File: config.mk
export PLATFORM = sky130hd
export DESIGN_NAME = drsl_key_unit
export DESIGN_NICKNAME = d
export VERILOG_FILES = /design/src/hw/rtl/drsl_pkg.sv /design/src/hw/rtl/drsl_key_unit.sv
export SDC_FILE = /design/constraint.sdc
export NUM_CORES = 2
export LEC_CHECK = 0
export BUFFER_PORTS_ARGS = -buffer_cell sky130_fd_sc_hd__clkbuf_2
export CAP_MARGIN = 20
export CORE_MARGIN = 8
export CORE_UTILIZATION = 40
export CTS_CLUSTER_DIAMETER = 120
export CTS_CLUSTER_SIZE = 8
export DETAILED_ROUTE_END_ITERATION = 6
export PLACE_DENSITY = 0.63
export SLEW_MARGIN = 15
export SYNTH_ARGS = -nofsm -noshare
export SYNTH_HDL_FRONTEND = slang
export SYNTH_SLANG_ARGS = --single-unit
export TNS_END_PERCENT = 1
File: constraint.sdc
create_clock -name clk -period 9.1 [get_ports clk]
set_input_delay 1.82 -clock clk [delete_from_list [all_inputs] [get_ports clk]]
set_output_delay 1.82 -clock clk [all_outputs]
set_load 0.03 [all_outputs]
File: src/hw/rtl/drsl_pkg.sv
`timescale 1ns / 1ps
`default_nettype none
// ----------------------------------------------------------------------------
// drsl_pkg
// Shared types and codes of the depth sorted render list.
// ----------------------------------------------------------------------------
package drsl_pkg;

    localparam int KEY_W = 67;

    // Commands
    localparam logic [2:0] CMD_ADD_PERSIST = 3'd0;
    localparam logic [2:0] CMD_ADD_FRAME   = 3'd1;
    localparam logic [2:0] CMD_REMOVE      = 3'd2;
    localparam logic [2:0] CMD_CLR_PERSIST = 3'd3;
    localparam logic [2:0] CMD_CLR_FRAME   = 3'd4;
    localparam logic [2:0] CMD_SORT        = 3'd5;

    // Status codes
    localparam logic [1:0] ST_OK    = 2'd0;
    localparam logic [1:0] ST_FULL  = 2'd1;
    localparam logic [1:0] ST_EMPTY = 2'd2;

    // Configuration register indexes
    localparam logic [2:0] REG_CAMERA_X  = 3'd0;
    localparam logic [2:0] REG_CAMERA_Y  = 3'd1;
    localparam logic [2:0] REG_CAMERA_Z  = 3'd2;
    localparam logic [2:0] REG_FORWARD_X = 3'd3;
    localparam logic [2:0] REG_FORWARD_Y = 3'd4;
    localparam logic [2:0] REG_FORWARD_Z = 3'd5;

    localparam logic [31:0] FORWARD_Z_RESET = 32'h0001_0000;

    typedef struct packed {
        logic [15:0]        handle;
        logic signed [31:0] pos_x;
        logic signed [31:0] pos_y;
        logic signed [31:0] pos_z;
        logic               one_frame;
    } entry_t;

    typedef struct packed {
        logic signed [KEY_W-1:0] key;
        logic                    one_frame;
        logic [15:0]             handle;
    } key_rec_t;

    typedef struct packed {
        logic signed [31:0] cam_x;
        logic signed [31:0] cam_y;
        logic signed [31:0] cam_z;
        logic signed [31:0] fwd_x;
        logic signed [31:0] fwd_y;
        logic signed [31:0] fwd_z;
    } view_t;

endpackage
`default_nettype wire

File: src/hw/rtl/drsl_key_unit.sv
`timescale 1ns / 1ps
`default_nettype none
// ----------------------------------------------------------------------------
// drsl_key_unit
// Depth key of one entry with a single shared multiplier.
// ----------------------------------------------------------------------------
module drsl_key_unit
    import drsl_pkg::*;
(
    input  wire logic               clk,
    input  wire logic               rst_n,
    input  wire logic               start,
    input  wire entry_t             entry,
    input  wire view_t              view,
    output logic                    done,
    output logic signed [KEY_W-1:0] key
);

    localparam logic [2:0] STEP_LAST = 3'd6;
    localparam logic [2:0] STEP_CAM  = 3'd4;

    logic               busy_reg;
    logic [2:0]         step_reg;
    logic signed [31:0] px_reg;
    logic signed [31:0] py_reg;
    logic signed [31:0] pz_reg;
    logic signed [63:0] prod_reg;
    logic signed [KEY_W-1:0] acc_reg;
    logic               done_reg;
    logic signed [31:0] op_a;
    logic signed [31:0] op_b;
    logic signed [KEY_W-1:0] prod_ext;

    always_comb
    begin
        case (step_reg)
            3'd0:    begin op_a = px_reg;     op_b = view.fwd_x; end
            3'd1:    begin op_a = py_reg;     op_b = view.fwd_y; end
            3'd2:    begin op_a = pz_reg;     op_b = view.fwd_z; end
            3'd3:    begin op_a = view.cam_x; op_b = view.cam_x; end
            3'd4:    begin op_a = view.cam_y; op_b = view.cam_y; end
            default: begin op_a = view.cam_z; op_b = view.cam_z; end
        endcase
        prod_ext = {{(KEY_W-64){prod_reg[63]}}, prod_reg};
    end

    always_ff @(posedge clk or negedge rst_n)
    begin
        if (!rst_n)
        begin
            busy_reg <= 1'b0;
            step_reg <= 3'd0;
            done_reg <= 1'b0;
        end
        else
        begin
            done_reg <= 1'b0;
            if (start)
            begin
                busy_reg <= 1'b1;
                step_reg <= 3'd0;
            end
            else if (busy_reg)
            begin
                if (step_reg == STEP_LAST)
                begin
                    busy_reg <= 1'b0;
                    done_reg <= 1'b1;
                end
                step_reg <= step_reg + 3'd1;
            end
        end
    end

    always_ff @(posedge clk)
    begin
        if (start)
        begin
            px_reg <= entry.pos_x;
            py_reg <= entry.pos_y;
            pz_reg <= entry.pos_z;
        end
        else if (busy_reg)
        begin
            prod_reg <= op_a * op_b;
            if (step_reg == 3'd0)
            begin
                acc_reg <= '0;
            end
            else if (step_reg >= STEP_CAM)
            begin
                acc_reg <= acc_reg - prod_ext;
            end
            else
            begin
                acc_reg <= acc_reg + prod_ext;
            end
        end
    end

    assign done = done_reg;
    assign key  = acc_reg;

endmodule
`default_nettype wire

==> run metrics <==
run status complete, but fails checks; violated checks setup timing; Max Clk Rate between 100 and 150 MHz; antenna-violating nets left 0; Layout Cells excl Fill 7801; Global Route met1 Usage 35.9%; Yosys reg bits between 200 and 250; count of input and output buffers about 360; antenna violations before repair 15; DRC viols 0; GRT busiest layer met2; drt total wl 191000 um; Hold Buf Count CTS 0; setup ws final -0.471 ns; Overflow after GRT 0; layout cells sized above 1 21.3%; Synth area leaders fa_1 (44%), edfxtp_1 (14%), inv_1 (7.5%); endpoints failing setup 18; worst-case clock skew between 0.03 and 0.04 ns; Tmin final between 9 and 10 ns; Syn. warnings 0; max-slew violations 0; first-pass GRT wire length 284000 um; Hold WS 0.620 ns; CP max stage delay 0.69 ns; Synth top area share 43.7%; syn avg cell area 9.46 um^2; cells after synthesis about 5200; Crit Path Class flip-flop to flip-flop; crit path max fanout 14; fill count between 10000 and 15000; Root Driver clkbuf_16; GRT Util Overall 27.8%; GR Util met3 under 10%; drt pass-1 iters 6; CTS buffer count 36; CTS H-tree depth 2; initial DRC count roughly 4000; # rows about 130; element type at the critical path end flip-flop; clock latency at the later pin of the worst-skew pair between 0.5 and 0.6 ns; arrival time worst endpoint 9.88 ns; number of enable flip-flop cells after synthesis 227; DIE HEIGHT 368 um; register area share after synthesis 14.0%; CTS tree yes; Synth-to-Final Area Change 23.5%; final hold viol count 0; gpl congestion 1.02; max FFs per register 67; DIE WIDTH 368 um; post-detail-place hpwl roughly 170000 um; Slowest-stage cell, CP fa_2; pin count of the biggest net entering global routing 68; clock sink total roughly 230; Placeable Area 123000 um^2; Post-Syn Area 49600 um^2; met2 layer usage reported by global route 44.7%; Final period util 105%; Slew @ Worst Pin ~0.94 ns; Syn Nets 6885; Worst Hold Class flip-flop to flip-flop; Synth cell types 85; DIE AREA about 140000 um^2; Layout Nets 7792; clk buf depth 3; Startpoint Class flip-flop; Reg clk slew, reported paths 0.05 ns; prevailing post-synth register cell edfxtp_1; Placed Cells 7736; Max-slew headroom between 30% and 40%; RSZ-0062 raised after global routing true; total of max-cap violations 0; initial core utilization around two fifths; ys async rst share 2.16%; vias per inst approximately 5.4; IO Pins 376; DR WL/cell 24.4 um; share of the core filled with cells 49.7%; vias after detailed routing between 40000 and 50000; area leader, netlist fa_1; Worst Path Required 9.41 ns; most used cell, CP fa_1; vias in the first global route 44701; commonest non-fill, non-tap cells in the layout fa_1 (1064), inv_1 (985), nor2_1 (667); most common cell after layout, fill and taps aside fa_1
[worst max-delay path, delay by kind of cell (launching register included)]
kind	cells	cell delay, ns
simple gates	6	0.88
flops	1	0.42
xor+xnor	1	0.15
fa+ha+maj	10	4.83
compound gates	9	1.95
buf+inv	7	1.02
[final cells by class]
cell class	instances	area, um^2	share of cell area (%)
Timing Repair Buffer	1110	8920	14.6
Clock inverter	6	67.6	0.110
Multi-Input combinational cell	3776	38600	63.0
Clock buffer	44	931	1.52
Sequential cell	232	6940	11.3
Antenna cell	7	17.5	0.0286
Tap cell	1637	2050	3.34
Inverter	989	3710	6.07
[metal layers]
metal / vias up / wire [um]
li1: 18169 / -
met1: 21529 / 73400
met2: 1963 / 87500
met3: 401 / 18800
met4: 8 / 10700
met5: - / 52
[worst paths after layout]
path | startpoint | end | slack [ns] | cells after the start
worst max register to register | step_reg[0] | prod_reg[63] | -0.47 | 33
min in group asynchronous | rst_n | done | 1.09 | 1
worst min-delay path | step_reg[1] | step_reg[1] | 0.62 | 2
worst max-delay path | step_reg[0] | prod_reg[63] | -0.47 | 33
worst min register to register | step_reg[1] | step_reg[1] | 0.62 | 2
max in group asynchronous | rst_n | step_reg[2] | 7.83 | 1
[cells in the mapped netlist, types with 52 or more instances]
library cell and instances:
ha_1 256, a21o_1 89, fa_1 1083, edfxtp_1 227
o21ai_0 68, xor2_1 52, nand2_1 617, clkbuf_1 221
a21oi_1 149, nor2_1 669, xnor2_1 137, inv_1 988
[metrics by stage]
step | setup TNS, ns | cell area [um^2] | worst slack, ns
after global placement | -25.70 | 59700 | -1.10
after detailed placement | -29.19 | 59700 | -1.22
after floorplan | -4.88 | 49700 | -0.509
after CTS | -2.95 | 61100 | -0.410
after global routing | -8.13 | 61200 | -0.670
final | -3.70 | 61200 | -0.471
[what timing repair did]
action,4_1_cts,5_1_grt
pin swaps,30,8
setup buffers,7,0
gates cloned,1,0
endpoints found under the setup margin,25,30
resized for setup,56,36
[kinds of logic (layout without fill, tap and decap cells)]
| kind of cell | count (synthesis) | count (layout) | share of synthesized area [%] |
|---|---|---|---|
| other | 0 | 7 | 0 |
| XOR/XNOR | 189 | 189 | 3.34 |
| adder cells (fa/ha/maj) | 1339 | 1339 | 50.2 |
| AO/OA/AOI/OAI | 689 | 689 | 9.86 |
| multiplexers | 6 | 6 | 0.121 |
| buffers and inverters | 1230 | 2149 | 9.32 |
| flip-flops | 232 | 232 | 14.0 |
| AND/OR/NAND/NOR | 1553 | 1553 | 13.1 |
Power is left out: the tool's default activity adds up to more than one toggle a clock period on the data nets, which glitch-free logic cannot reach.
